==> src/rtl/core/rbc_pkg.sv <==
// shared types, codes and widths of the reorder buffer commit block
`timescale 1ns / 1ps
package rbc_pkg;

	localparam int DEPTH_DEF = 16;
	localparam int RETIRE_WIDTH_DEF = 4;
	localparam int ARCH_REGS_DEF = 32;
	localparam int PHYS_REGS_DEF = 64;

	localparam int OP_W = 3;
	localparam int SLOT_W = 4;
	localparam int EKIND_W = 3;
	localparam int AREG_W = 5;
	localparam int PREG_W = 6;
	localparam int STAMP_W = 32;
	localparam int KIND_W = 3;
	localparam int IN_DATA_W = 96;
	localparam int OUT_DATA_W = 24;

	// raw operation codes on the input tuser
	localparam logic [OP_W-1:0] OPC_ALLOC = 3'd0;
	localparam logic [OP_W-1:0] OPC_READY = 3'd1;
	localparam logic [OP_W-1:0] OPC_SPEC = 3'd2;
	localparam logic [OP_W-1:0] OPC_COMMIT = 3'd3;
	localparam logic [OP_W-1:0] OPC_CLEAR = 3'd4;

	// entry type codes
	localparam logic [EKIND_W-1:0] ET_REG = 3'd0;
	localparam logic [EKIND_W-1:0] ET_LOAD = 3'd1;
	localparam logic [EKIND_W-1:0] ET_STORE = 3'd2;
	localparam logic [EKIND_W-1:0] ET_CBR = 3'd3;
	localparam logic [EKIND_W-1:0] ET_UBR = 3'd4;

	// result kind codes
	localparam logic [KIND_W-1:0] RK_ALLOC = 3'd0;
	localparam logic [KIND_W-1:0] RK_FREE = 3'd1;
	localparam logic [KIND_W-1:0] RK_UPDATE = 3'd2;
	localparam logic [KIND_W-1:0] RK_DROPLD = 3'd3;
	localparam logic [KIND_W-1:0] RK_STORE = 3'd4;
	localparam logic [KIND_W-1:0] RK_RESTORE = 3'd5;
	localparam logic [KIND_W-1:0] RK_DONE = 3'd6;
	localparam logic [KIND_W-1:0] RK_ERROR = 3'd7;

	typedef enum logic [2:0] {
		CL_ALLOC,
		CL_READY,
		CL_SPEC,
		CL_COMMIT,
		CL_CLEAR,
		CL_BAD
	} cls_t;

	typedef struct packed {
		cls_t cls;
		logic [SLOT_W-1:0] index;
		logic [EKIND_W-1:0] ekind;
		logic [AREG_W-1:0] arch_reg;
		logic [PREG_W-1:0] new_preg;
		logic [PREG_W-1:0] old_preg;
		logic [STAMP_W-1:0] timestamp;
		logic mispredicted;
		logic [STAMP_W-1:0] flush_limit;
	} item_t;

endpackage

==> src/rtl/core/reorder_buffer_commit.sv <==
// top level of the reorder buffer commit block
`timescale 1ns / 1ps
// Circular reorder buffer driven by one operation word at a time: allocate, set ready,
// set speculation result, commit cycle or clear all. Each word yields one or more result
// words on the master side, the final one marked by tlast; status fields on every result
// word of an operation carry the state after that operation. Allocate, set ready, clear
// and bad operations pass the input queue and execute in the idle state; set speculation
// adds a state for its entry read. A commit examines each retired entry in the head
// state (which also records its first side effect), uses the free and update states for
// each further free alias or update map, and runs a flush through the flush start state,
// a flush loop over the entries freed after the mispredicting head (entered when the
// boundary is not zero) and the flush end state, which records the restore; a closing
// check ends it. Result words are held until m_tready takes them. The flush walk over
// consecutive head entries through the registered entry memory read is what sets the
// length of a long commit. A two-word input queue takes new words while results stream.
module reorder_buffer_commit #(
	parameter int DEPTH = rbc_pkg::DEPTH_DEF,
	parameter int RETIRE_WIDTH = rbc_pkg::RETIRE_WIDTH_DEF,
	parameter int ARCH_REGS = rbc_pkg::ARCH_REGS_DEF,
	parameter int PHYS_REGS = rbc_pkg::PHYS_REGS_DEF
) (
	input  logic clk,
	input  logic arst_n,
	input  logic s_tvalid,
	output logic s_tready,
	// index, entry_kind, arch_reg, new_preg, old_preg, timestamp, mispredicted,
	// flush_limit, zero pad
	input  logic [rbc_pkg::IN_DATA_W-1:0] s_tdata,
	// op
	input  logic [rbc_pkg::OP_W-1:0] s_tuser,
	output logic m_tvalid,
	input  logic m_tready,
	// slot, reg_id, phys_reg, head_advanced, was_flushed, is_empty, is_full, zero pad
	output logic [rbc_pkg::OUT_DATA_W-1:0] m_tdata,
	// kind
	output logic [rbc_pkg::KIND_W-1:0] m_tuser,
	output logic m_tlast
);
	import rbc_pkg::*;

	logic q_valid;
	logic q_pop;
	item_t q_item;

	// front end queue
	rbc_front u_front (
		.clk(clk),
		.arst_n(arst_n),
		.s_tvalid(s_tvalid),
		.s_tready(s_tready),
		.s_tdata(s_tdata),
		.s_tuser(s_tuser),
		.q_valid(q_valid),
		.q_pop(q_pop),
		.q_item(q_item)
	);

	// execution and result stream
	rbc_exec #(
		.DEPTH(DEPTH),
		.RETIRE_WIDTH(RETIRE_WIDTH),
		.ARCH_REGS(ARCH_REGS),
		.PHYS_REGS(PHYS_REGS)
	) u_exec (
		.clk(clk),
		.arst_n(arst_n),
		.q_valid(q_valid),
		.q_pop(q_pop),
		.q_item(q_item),
		.m_tvalid(m_tvalid),
		.m_tready(m_tready),
		.m_tdata(m_tdata),
		.m_tuser(m_tuser),
		.m_tlast(m_tlast)
	);

endmodule

==> src/rtl/core/rbc_front.sv <==
// front end: input word unpacking, operation classification and a two-word queue
`timescale 1ns / 1ps
module rbc_front (
	input  logic clk,
	input  logic arst_n,
	input  logic s_tvalid,
	output logic s_tready,
	input  logic [rbc_pkg::IN_DATA_W-1:0] s_tdata,
	input  logic [rbc_pkg::OP_W-1:0] s_tuser,
	output logic q_valid,
	input  logic q_pop,
	output rbc_pkg::item_t q_item
);
	import rbc_pkg::*;

	item_t in_item;
	item_t buf_q [2];
	logic wp_q;
	logic rp_q;
	logic [1:0] cnt_q;
	logic push;

	// classify and unpack the incoming word
	always_comb begin
		case (s_tuser)
			OPC_ALLOC: in_item.cls = CL_ALLOC;
			OPC_READY: in_item.cls = CL_READY;
			OPC_SPEC: in_item.cls = CL_SPEC;
			OPC_COMMIT: in_item.cls = CL_COMMIT;
			OPC_CLEAR: in_item.cls = CL_CLEAR;
			default: in_item.cls = CL_BAD;
		endcase
		in_item.index = s_tdata[3:0];
		in_item.ekind = s_tdata[6:4];
		in_item.arch_reg = s_tdata[11:7];
		in_item.new_preg = s_tdata[17:12];
		in_item.old_preg = s_tdata[23:18];
		in_item.timestamp = s_tdata[55:24];
		in_item.mispredicted = s_tdata[56];
		in_item.flush_limit = s_tdata[88:57];
	end

	assign s_tready = (cnt_q != 2'd2);
	assign push = s_tvalid && s_tready;
	assign q_valid = (cnt_q != 2'd0);
	assign q_item = buf_q[rp_q];

	// queue storage
	always_ff @(posedge clk) begin
		if (push) begin
			buf_q[wp_q] <= in_item;
		end
	end

	// queue pointers
	always_ff @(posedge clk or negedge arst_n) begin
		if (!arst_n) begin
			wp_q <= 1'b0;
			rp_q <= 1'b0;
			cnt_q <= 2'd0;
		end else begin
			if (push) begin
				wp_q <= ~wp_q;
			end
			if (q_pop) begin
				rp_q <= ~rp_q;
			end
			cnt_q <= cnt_q + {1'b0, push} - {1'b0, q_pop};
		end
	end

endmodule

==> src/rtl/core/rbc_exec.sv <==
// back end: entry storage, commit sequencer, result list and output stream
`timescale 1ns / 1ps
module rbc_exec #(
	parameter int DEPTH = rbc_pkg::DEPTH_DEF,
	parameter int RETIRE_WIDTH = rbc_pkg::RETIRE_WIDTH_DEF,
	parameter int ARCH_REGS = rbc_pkg::ARCH_REGS_DEF,
	parameter int PHYS_REGS = rbc_pkg::PHYS_REGS_DEF
) (
	input  logic clk,
	input  logic arst_n,
	input  logic q_valid,
	output logic q_pop,
	input  rbc_pkg::item_t q_item,
	output logic m_tvalid,
	input  logic m_tready,
	output logic [rbc_pkg::OUT_DATA_W-1:0] m_tdata,
	output logic [rbc_pkg::KIND_W-1:0] m_tuser,
	output logic m_tlast
);
	import rbc_pkg::*;

	localparam int PW = (DEPTH > 1) ? $clog2(DEPTH) : 1;
	localparam int FCW = $clog2(DEPTH + 1);
	localparam int RCW = $clog2(RETIRE_WIDTH + 1);
	localparam int NRES = 3 * RETIRE_WIDTH + 1;
	localparam int IW = $clog2(NRES);
	localparam int CW = $clog2(NRES + 1);

	typedef struct packed {
		logic [EKIND_W-1:0] etype;
		logic [AREG_W-1:0] arch;
		logic [PREG_W-1:0] nphys;
		logic [PREG_W-1:0] ophys;
		logic [STAMP_W-1:0] stamp;
	} ent_a_t;

	typedef struct packed {
		logic misp;
		logic [STAMP_W-1:0] limit;
	} ent_b_t;

	typedef enum logic [3:0] {
		S_IDLE,
		S_SPEC,
		S_HEAD,
		S_FREE,
		S_UPD,
		S_FSTART,
		S_FLOOP,
		S_FEND,
		S_EMIT
	} state_t;

	state_t state_q;
	item_t cur_q;

	ent_a_t mem_a [DEPTH];
	ent_b_t mem_b [DEPTH];
	ent_a_t rd_a_q;
	ent_b_t rd_b_q;
	logic [PW-1:0] rd_addr;
	logic we_a;
	logic we_b;
	logic [PW-1:0] addr_b;
	ent_a_t wd_a;
	ent_b_t wd_b;

	logic [DEPTH-1:0] valid_q;
	logic [DEPTH-1:0] ready_q;
	logic [PW-1:0] head_q;
	logic [PW-1:0] tail_q;
	logic [PW-1:0] head_nxt;
	logic moved_q;
	logic flush_q;

	logic [RCW-1:0] ret_q;
	logic [FCW-1:0] fcnt_q;
	logic [PW-1:0] fslot_q;
	logic [STAMP_W-1:0] first_q;
	logic [STAMP_W-1:0] flim_q;
	logic fbr_q;

	logic [KIND_W-1:0] rk_q [NRES];
	logic [SLOT_W-1:0] rs_q [NRES];
	logic [AREG_W-1:0] rr_q [NRES];
	logic [PREG_W-1:0] rp_q [NRES];
	logic [CW-1:0] n_q;
	logic [IW-1:0] o_q;

	logic push;
	logic [KIND_W-1:0] p_kind;
	logic [SLOT_W-1:0] p_slot;
	logic [AREG_W-1:0] p_reg;
	logic [PREG_W-1:0] p_phys;
	logic free_now;
	logic take;
	logic [PW-1:0] idx_p;
	logic idx_ok;
	logic alloc_ok;
	logic is_full;
	logic is_empty;
	logic head_live;
	logic in_range;
	logic spec_kind_ok;
	logic out_last;

	function automatic logic [PW-1:0] ptr_inc(input logic [PW-1:0] p);
		ptr_inc = (p == PW'(DEPTH - 1)) ? '0 : p + 1'b1;
	endfunction

	assign take = (state_q == S_IDLE) && q_valid;
	assign q_pop = take;
	assign idx_p = PW'(q_item.index);
	assign idx_ok = (int'(q_item.index) < DEPTH) && valid_q[idx_p];
	assign is_empty = (head_q == tail_q);
	assign is_full = (ptr_inc(tail_q) == head_q);
	assign alloc_ok = !is_full && (q_item.ekind <= ET_UBR)
		&& (int'(q_item.arch_reg) < ARCH_REGS)
		&& (int'(q_item.new_preg) < PHYS_REGS)
		&& (int'(q_item.old_preg) < PHYS_REGS);
	assign head_live = valid_q[head_q] && ready_q[head_q];
	assign in_range = (rd_a_q.stamp >= first_q) && (rd_a_q.stamp <= flim_q);
	assign spec_kind_ok = (rd_a_q.etype == ET_LOAD) || (rd_a_q.etype == ET_CBR)
		|| (rd_a_q.etype == ET_UBR);

	// per-state result push and head release
	always_comb begin
		push = 1'b0;
		p_kind = RK_DONE;
		p_slot = '0;
		p_reg = '0;
		p_phys = '0;
		free_now = 1'b0;
		case (state_q)
			S_IDLE: begin
				if (q_valid) begin
					case (q_item.cls)
						CL_ALLOC: begin
							push = 1'b1;
							p_kind = alloc_ok ? RK_ALLOC : RK_ERROR;
							p_slot = SLOT_W'(tail_q);
						end
						CL_READY: begin
							push = 1'b1;
							p_kind = idx_ok ? RK_DONE : RK_ERROR;
							p_slot = q_item.index;
						end
						CL_SPEC: begin
							if (!idx_ok) begin
								push = 1'b1;
								p_kind = RK_ERROR;
								p_slot = q_item.index;
							end
						end
						CL_CLEAR: begin
							push = 1'b1;
							p_kind = RK_DONE;
						end
						CL_BAD: begin
							push = 1'b1;
							p_kind = RK_ERROR;
						end
						default: ;
					endcase
				end
			end
			S_SPEC: begin
				push = 1'b1;
				p_kind = spec_kind_ok ? RK_DONE : RK_ERROR;
				p_slot = cur_q.index;
			end
			S_HEAD: begin
				if ((int'(ret_q) == RETIRE_WIDTH) || !head_live) begin
					push = 1'b1;
					p_kind = RK_DONE;
					p_slot = SLOT_W'(head_q);
				end else begin
					case (rd_a_q.etype)
						ET_LOAD: begin
							push = 1'b1;
							p_kind = RK_DROPLD;
							p_slot = SLOT_W'(head_q);
						end
						ET_STORE: begin
							push = 1'b1;
							p_kind = RK_STORE;
							p_slot = SLOT_W'(head_q);
							free_now = 1'b1;
						end
						ET_CBR: begin
							free_now = !rd_b_q.misp;
						end
						default: begin
							push = 1'b1;
							p_kind = RK_FREE;
							p_slot = SLOT_W'(head_q);
							p_phys = rd_a_q.ophys;
						end
					endcase
				end
			end
			S_FREE: begin
				push = 1'b1;
				p_kind = RK_FREE;
				p_slot = SLOT_W'(head_q);
				p_phys = rd_a_q.ophys;
			end
			S_UPD: begin
				push = 1'b1;
				p_kind = RK_UPDATE;
				p_slot = SLOT_W'(head_q);
				p_reg = rd_a_q.arch;
				p_phys = rd_a_q.nphys;
				free_now = !((rd_a_q.etype == ET_UBR) && rd_b_q.misp);
			end
			S_FSTART: begin
				free_now = 1'b1;
			end
			S_FLOOP: begin
				free_now = (int'(fcnt_q) < DEPTH) && valid_q[head_q] && in_range;
			end
			S_FEND: begin
				push = 1'b1;
				p_kind = RK_RESTORE;
				p_slot = SLOT_W'(fslot_q);
			end
			default: ;
		endcase
	end

	// next head, read address and write controls of the entry memories
	always_comb begin
		head_nxt = free_now ? ptr_inc(head_q) : head_q;
		rd_addr = (take && (q_item.cls == CL_SPEC)) ? idx_p : head_nxt;
		we_a = take && (q_item.cls == CL_ALLOC) && alloc_ok;
		wd_a.etype = q_item.ekind;
		wd_a.arch = q_item.arch_reg;
		wd_a.nphys = q_item.new_preg;
		wd_a.ophys = q_item.old_preg;
		wd_a.stamp = q_item.timestamp;
		we_b = we_a || ((state_q == S_SPEC) && spec_kind_ok);
		addr_b = we_a ? tail_q : PW'(cur_q.index);
		wd_b.misp = we_a ? 1'b0 : cur_q.mispredicted;
		wd_b.limit = we_a ? '0 : cur_q.flush_limit;
	end

	// entry memories, registered read
	always_ff @(posedge clk) begin
		if (we_a) begin
			mem_a[tail_q] <= wd_a;
		end
		if (we_b) begin
			mem_b[addr_b] <= wd_b;
		end
		rd_a_q <= mem_a[rd_addr];
		rd_b_q <= mem_b[rd_addr];
	end

	// result list payload, current operation and flush capture
	always_ff @(posedge clk) begin
		if (push) begin
			rk_q[n_q[IW-1:0]] <= p_kind;
			rs_q[n_q[IW-1:0]] <= p_slot;
			rr_q[n_q[IW-1:0]] <= p_reg;
			rp_q[n_q[IW-1:0]] <= p_phys;
		end
		if (take) begin
			cur_q <= q_item;
		end
		if (state_q == S_FSTART) begin
			fslot_q <= head_q;
			first_q <= rd_a_q.stamp;
			flim_q <= rd_b_q.limit;
			fbr_q <= (rd_a_q.etype != ET_LOAD);
		end
	end

	// sequencer and control state
	always_ff @(posedge clk or negedge arst_n) begin
		if (!arst_n) begin
			state_q <= S_IDLE;
			valid_q <= '0;
			ready_q <= '0;
			head_q <= '0;
			tail_q <= '0;
			moved_q <= 1'b0;
			flush_q <= 1'b0;
			ret_q <= '0;
			fcnt_q <= '0;
			n_q <= '0;
			o_q <= '0;
		end else begin
			if (free_now) begin
				head_q <= head_nxt;
				valid_q[head_q] <= 1'b0;
				ready_q[head_q] <= 1'b0;
			end
			if (push) begin
				n_q <= n_q + 1'b1;
			end
			case (state_q)
				S_IDLE: begin
					if (q_valid) begin
						case (q_item.cls)
							CL_ALLOC: begin
								if (alloc_ok) begin
									valid_q[tail_q] <= 1'b1;
									ready_q[tail_q] <= 1'b0;
									tail_q <= ptr_inc(tail_q);
								end
								state_q <= S_EMIT;
							end
							CL_READY: begin
								if (idx_ok) begin
									ready_q[idx_p] <= 1'b1;
								end
								state_q <= S_EMIT;
							end
							CL_SPEC: begin
								state_q <= idx_ok ? S_SPEC : S_EMIT;
							end
							CL_COMMIT: begin
								moved_q <= 1'b0;
								flush_q <= 1'b0;
								ret_q <= '0;
								state_q <= S_HEAD;
							end
							CL_CLEAR: begin
								valid_q <= '0;
								ready_q <= '0;
								head_q <= '0;
								tail_q <= '0;
								moved_q <= 1'b0;
								flush_q <= 1'b0;
								state_q <= S_EMIT;
							end
							default: begin
								state_q <= S_EMIT;
							end
						endcase
					end
				end
				S_SPEC: begin
					if (spec_kind_ok) begin
						ready_q[PW'(cur_q.index)] <= 1'b1;
					end
					state_q <= S_EMIT;
				end
				S_HEAD: begin
					if ((int'(ret_q) == RETIRE_WIDTH) || !head_live) begin
						state_q <= S_EMIT;
					end else begin
						moved_q <= 1'b1;
						case (rd_a_q.etype)
							ET_LOAD: begin
								state_q <= rd_b_q.misp ? S_FSTART : S_FREE;
							end
							ET_STORE: begin
								ret_q <= ret_q + 1'b1;
							end
							ET_CBR: begin
								if (rd_b_q.misp) begin
									state_q <= S_FSTART;
								end else begin
									ret_q <= ret_q + 1'b1;
								end
							end
							default: begin
								state_q <= S_UPD;
							end
						endcase
					end
				end
				S_FREE: begin
					state_q <= S_UPD;
				end
				S_UPD: begin
					if (free_now) begin
						ret_q <= ret_q + 1'b1;
						state_q <= S_HEAD;
					end else begin
						state_q <= S_FSTART;
					end
				end
				S_FSTART: begin
					fcnt_q <= FCW'(1);
					state_q <= (rd_b_q.limit == '0) ? S_FEND : S_FLOOP;
				end
				S_FLOOP: begin
					if (free_now) begin
						fcnt_q <= fcnt_q + 1'b1;
					end else begin
						state_q <= S_FEND;
					end
				end
				S_FEND: begin
					if (fbr_q) begin
						flush_q <= 1'b1;
					end
					ret_q <= ret_q + 1'b1;
					state_q <= S_HEAD;
				end
				S_EMIT: begin
					if (m_tready) begin
						if (out_last) begin
							n_q <= '0;
							o_q <= '0;
							state_q <= S_IDLE;
						end else begin
							o_q <= o_q + 1'b1;
						end
					end
				end
				default: begin
					state_q <= S_IDLE;
				end
			endcase
		end
	end

	// result stream
	assign out_last = (CW'(o_q) == (n_q - 1'b1));
	assign m_tvalid = (state_q == S_EMIT);
	assign m_tuser = rk_q[o_q];
	assign m_tlast = out_last;
	assign m_tdata = {5'd0, is_full, is_empty, flush_q, moved_q,
		rp_q[o_q], rr_q[o_q], rs_q[o_q]};

endmodule
==> config.mk <==
export PLATFORM = sky130hd
export DESIGN_NAME = reorder_buffer_commit
export DESIGN_NICKNAME = d
export VERILOG_FILES = /design/src/rtl/core/rbc_pkg.sv /design/src/rtl/core/reorder_buffer_commit.sv /design/src/rtl/core/rbc_front.sv /design/src/rtl/core/rbc_exec.sv
export SDC_FILE = /design/constraint.sdc
export NUM_CORES = 2
export LEC_CHECK = 0
export ABC_CLOCK_PERIOD_IN_PS = 10500
export BUFFER_PORTS_ARGS = -buffer_cell sky130_fd_sc_hd__buf_2
export CAP_MARGIN = 20
export CORE_MARGIN = 4
export CORE_UTILIZATION = 30
export DETAILED_ROUTE_END_ITERATION = 6
export PLACE_DENSITY_LB_ADDON = 0.15
export SLEW_MARGIN = 10
export SYNTH_ARGS = -nofsm -noshare
export SYNTH_HDL_FRONTEND = slang
export SYNTH_SLANG_ARGS = --single-unit
==> constraint.sdc <==
create_clock -name clk -period 10.5 [get_ports clk]
set_input_delay 2.1 -clock clk [delete_from_list [all_inputs] [get_ports clk]]
set_output_delay 2.1 -clock clk [all_outputs]
set_load 0.03 [all_outputs]
==> results.yml <==
routing:
  wl_met3_um: 10900
  routed.top_layer: "met5"
  route.detailed.drc: 0
  via_count: 45800
  dr_wl_met2_um: 106000
  wirelength_um: 221000
  drt_iter0_markers: 3812
  wl_met1_um: 98000
  ant_nets: 0
  routedWlPerCell_um: 23.5
  vias_per_cell: 4.88
  drt-pass1-iter-count: 5
power_and_ir_drop:
  pwr_density_cell_nw_per_um2: 241
  pwr-share-comb_pct: 17.8
  p_int_mw: 15.7
  ir_drop_uv: 174
  p_sw_mw: 6.52
  power_mw: 22.2
  seqPwrFrac_pct: 47.9
  switching_share_pct: 29.3
  p_clk_share_pct: 34.3
  p_leak_nw: 32.0
yosys:
  synthArstFlopShare_pct: 3.24
  synth_warnings: 0
  ys_ff_latch: 2035
  synthDistinctLibCells: 73
  synthCells: 5519
  syn-cell-area_um2: 80300
  syn_area_per_cell_um2: 14.5
  yosysSeqAreaShare_pct: 74.7
  synth_edf_count: 1884
  synthFlopType: "edfxtp_1"
floorplanning:
  die_h_um: 525
  ios: 133
  coreArea_um2: 266000
  design.die.area_um2: 276000
  start_util_pct: 30.2
  rows: 189
  fp.dieW_um: 525
global_routing:
  antenna_found_initial: 25
  gr-total-overflow: 0
  grt_max_degree: 178
  grt_usage_pct: 15.6
  grt_pass1_wl_um: 321000
  grt_pass1_vias: 45700
clock_tree:
  cts-root-buf: "clkbuf_16"
  cts_setup_buffers: 0
  cts_tree: "done"
  cts_inserted_buffers: 223
  clock_path_buffers: 3
  clock-sinks: 2035
  clkTransAtPathRegs_ns: 0.06
  h-tree-depth: 4
  clk_latency_ns: 0.85
  ctsResizeCount: 0
  ctsHoldBuffers: 0
sta:
  max_freq_ghz: 0.161
  slew_headroom_pct: 28.5
  hold_viol: 0
  timing.final.crit_period_ns: 6.20
  maxSlewViolCount: 0
  tightest_slew_ns: 1.07
  skew_ns: 0.0665
  setup_violations: 0
  rsz0062_at_grt: "no"
  finalCritPeriodShare_pct: 59.1
  finalSetupTns_ns: 0
  setup_ws_ns: 4.30
place:
  dp_hpwl_um: 115000
  place_inst: 8941
  port_buffers: 120
  pre_cts_ws_ns: 4.29
  place.gp.congestion: 0.790
critical_path:
  worst_ep_arrival_time_ns: 6.90
  worstSetupPathType: "flip-flop to flip-flop"
  required_ns: 11.20
  worst-path-max-fanout: 65
  crit_path_end_kind: "flip-flop"
  worst_setup_path_start_kind: "flip-flop"
cells_and_area:
  finalNonFillerCells: 9373
  layout_common_cells: "edfxtp_1, nand2_1, a21oi_1"
  fin_util_pct: 34.7
  synthToLayoutAreaGrowth_pct: 14.9
  layout-drive-gt1-share_pct: 13.5
  mostFrequentLayoutCell: "edfxtp_1"
  fin_nets: 5818
flow_run:
  maxCapViolCount: 0
worst_hold_path:
  hold_class: "flip-flop to flip-flop"
outcome:
  run_status: "completed"
## layout make-up
cell class | instances | area (um^2)
Tap cell | 3533 | 4420
Sequential cell | 2035 | 59900
Antenna cell | 10 | 25.0
Timing Repair Buffer | 225 | 1520
Multi-Input combinational cell | 3057 | 18800
Clock inverter | 104 | 1030
Fill cell | 25700 | 174000
Clock buffer | 318 | 6160
Inverter | 91 | 343
## cells in the mapped netlist, drive strengths merged, types with 3 or more instances
library cell,n,area [um^2]
a211oi,20,150
a21o,11,82.6
a21oi,477,2430
a221oi,25,219
a222oi,4,40.0
a22o,6,52.6
a22oi,84,631
a31oi,29,181
a32oi,184,1630
a41oi,3,26.3
and2,46,288
and3,24,150
buf,175,1060
clkbuf,165,619
dfrtp,66,1650
dfxtp,85,1700
edfxtp,1884,56600
ha,82,1030
inv,90,338
mux2,92,1040
mux2i,115,1150
mux4,67,1510
nand2,1201,4510
nand2b,9,56.3
nand3,266,1330
nand4,15,93.8
nor2,97,364
nor2b,24,158
nor3,18,90.1
nor4,15,109
o211ai,7,52.6
o21ai,35,175
o22ai,30,188
o31ai,3,32.5
o32ai,5,43.8
o41ai,3,26.3
or2,3,18.8
xnor2,13,121
xor2,12,105
## kinds of logic (layout without fill, tap and decap cells)
family	Yosys count	count (layout)	synth area share, %
XOR/XNOR	25	25	0.282
adder cells (fa/ha/maj)	82	82	1.28
multiplexers	274	274	4.61
flip-flops	2035	2035	74.7
AO/OA/AOI/OAI	947	947	7.66
other	1	15	0.00467
buffers and inverters	431	738	2.52
AND/OR/NAND/NOR	1724	1724	8.98
## critical path, stage by stage (launching register included)
cell      delay (ns)
dfrtp_1         1.00
mux4_2          0.42
mux2_2          0.17
nand2_1         0.08
nand2_1         0.26
o311ai_1        0.19
o31ai_2         0.79
o21ai_0         0.39
a21oi_4         0.93
buf_12          0.33
buf_4           0.69
mux2i_1         0.26
a22oi_1         0.11
a32oi_1         0.23
nand2_1         0.08
## path summary, 6_finish.rpt
check | end | start | slack [ns] | depth (start not counted)
max | u_exec.rd_a_q[12] | u_exec.head_q[1] | 4.30 | 14
max in group asynchronous | u_front.rp_q | arst_n | 8.37 | 1
min in group asynchronous | u_exec.o_q[2] | arst_n | 1.39 | 1
max reg2reg | u_exec.rd_a_q[12] | u_exec.head_q[1] | 4.30 | 14
min reg2reg | u_exec.flim_q[29] | u_exec.rd_b_q[29] | 0.42 | 0
min | u_exec.flim_q[29] | u_exec.rd_b_q[29] | 0.42 | 0
## flip-flops by register name, summed over array words and instances, names as in the netlist, 33 cells and up
signal / count
u_exec.mem_a: 832
u_exec.mem_b: 528
u_front.buf_q: 184
u_exec.rp_q: 78
u_exec.rr_q: 65
u_exec.rd_a_q: 52
u_exec.rs_q: 52
u_exec.rk_q: 39
u_exec.cur_q: 37
u_exec.rd_b_q: 33
## per-stage QoR
stage	instance area [um^2]	hold WS (ns)
6_report	92200	0.424
3_3_place_gp	85000	0.420
4_1_cts	92200	0.421
2_1_floorplan	80300	0.408
5_1_grt	92200	0.443
3_5_place_dp	85000	0.428
## power groups by stage
stage	sequential, mW	clock (mW)	combinational [mW]
floorplan	10.5	0	2.73
global route	10.7	8.21	4.39
detailed placement	10.9	0	4.04
global placement	10.8	0	3.98
finish	10.7	7.62	3.95
CTS	10.7	7.86	4.05
## routing by layer
layer / track usage (%) / vias to the layer above
li1: - / 21100
met1: 21.2 / 23200
met2: 25.7 / 1199
met3: 2.59 / 323
met4: 4.22 / 12
met5: 0 / -
(Power assumes the default switching activity.)
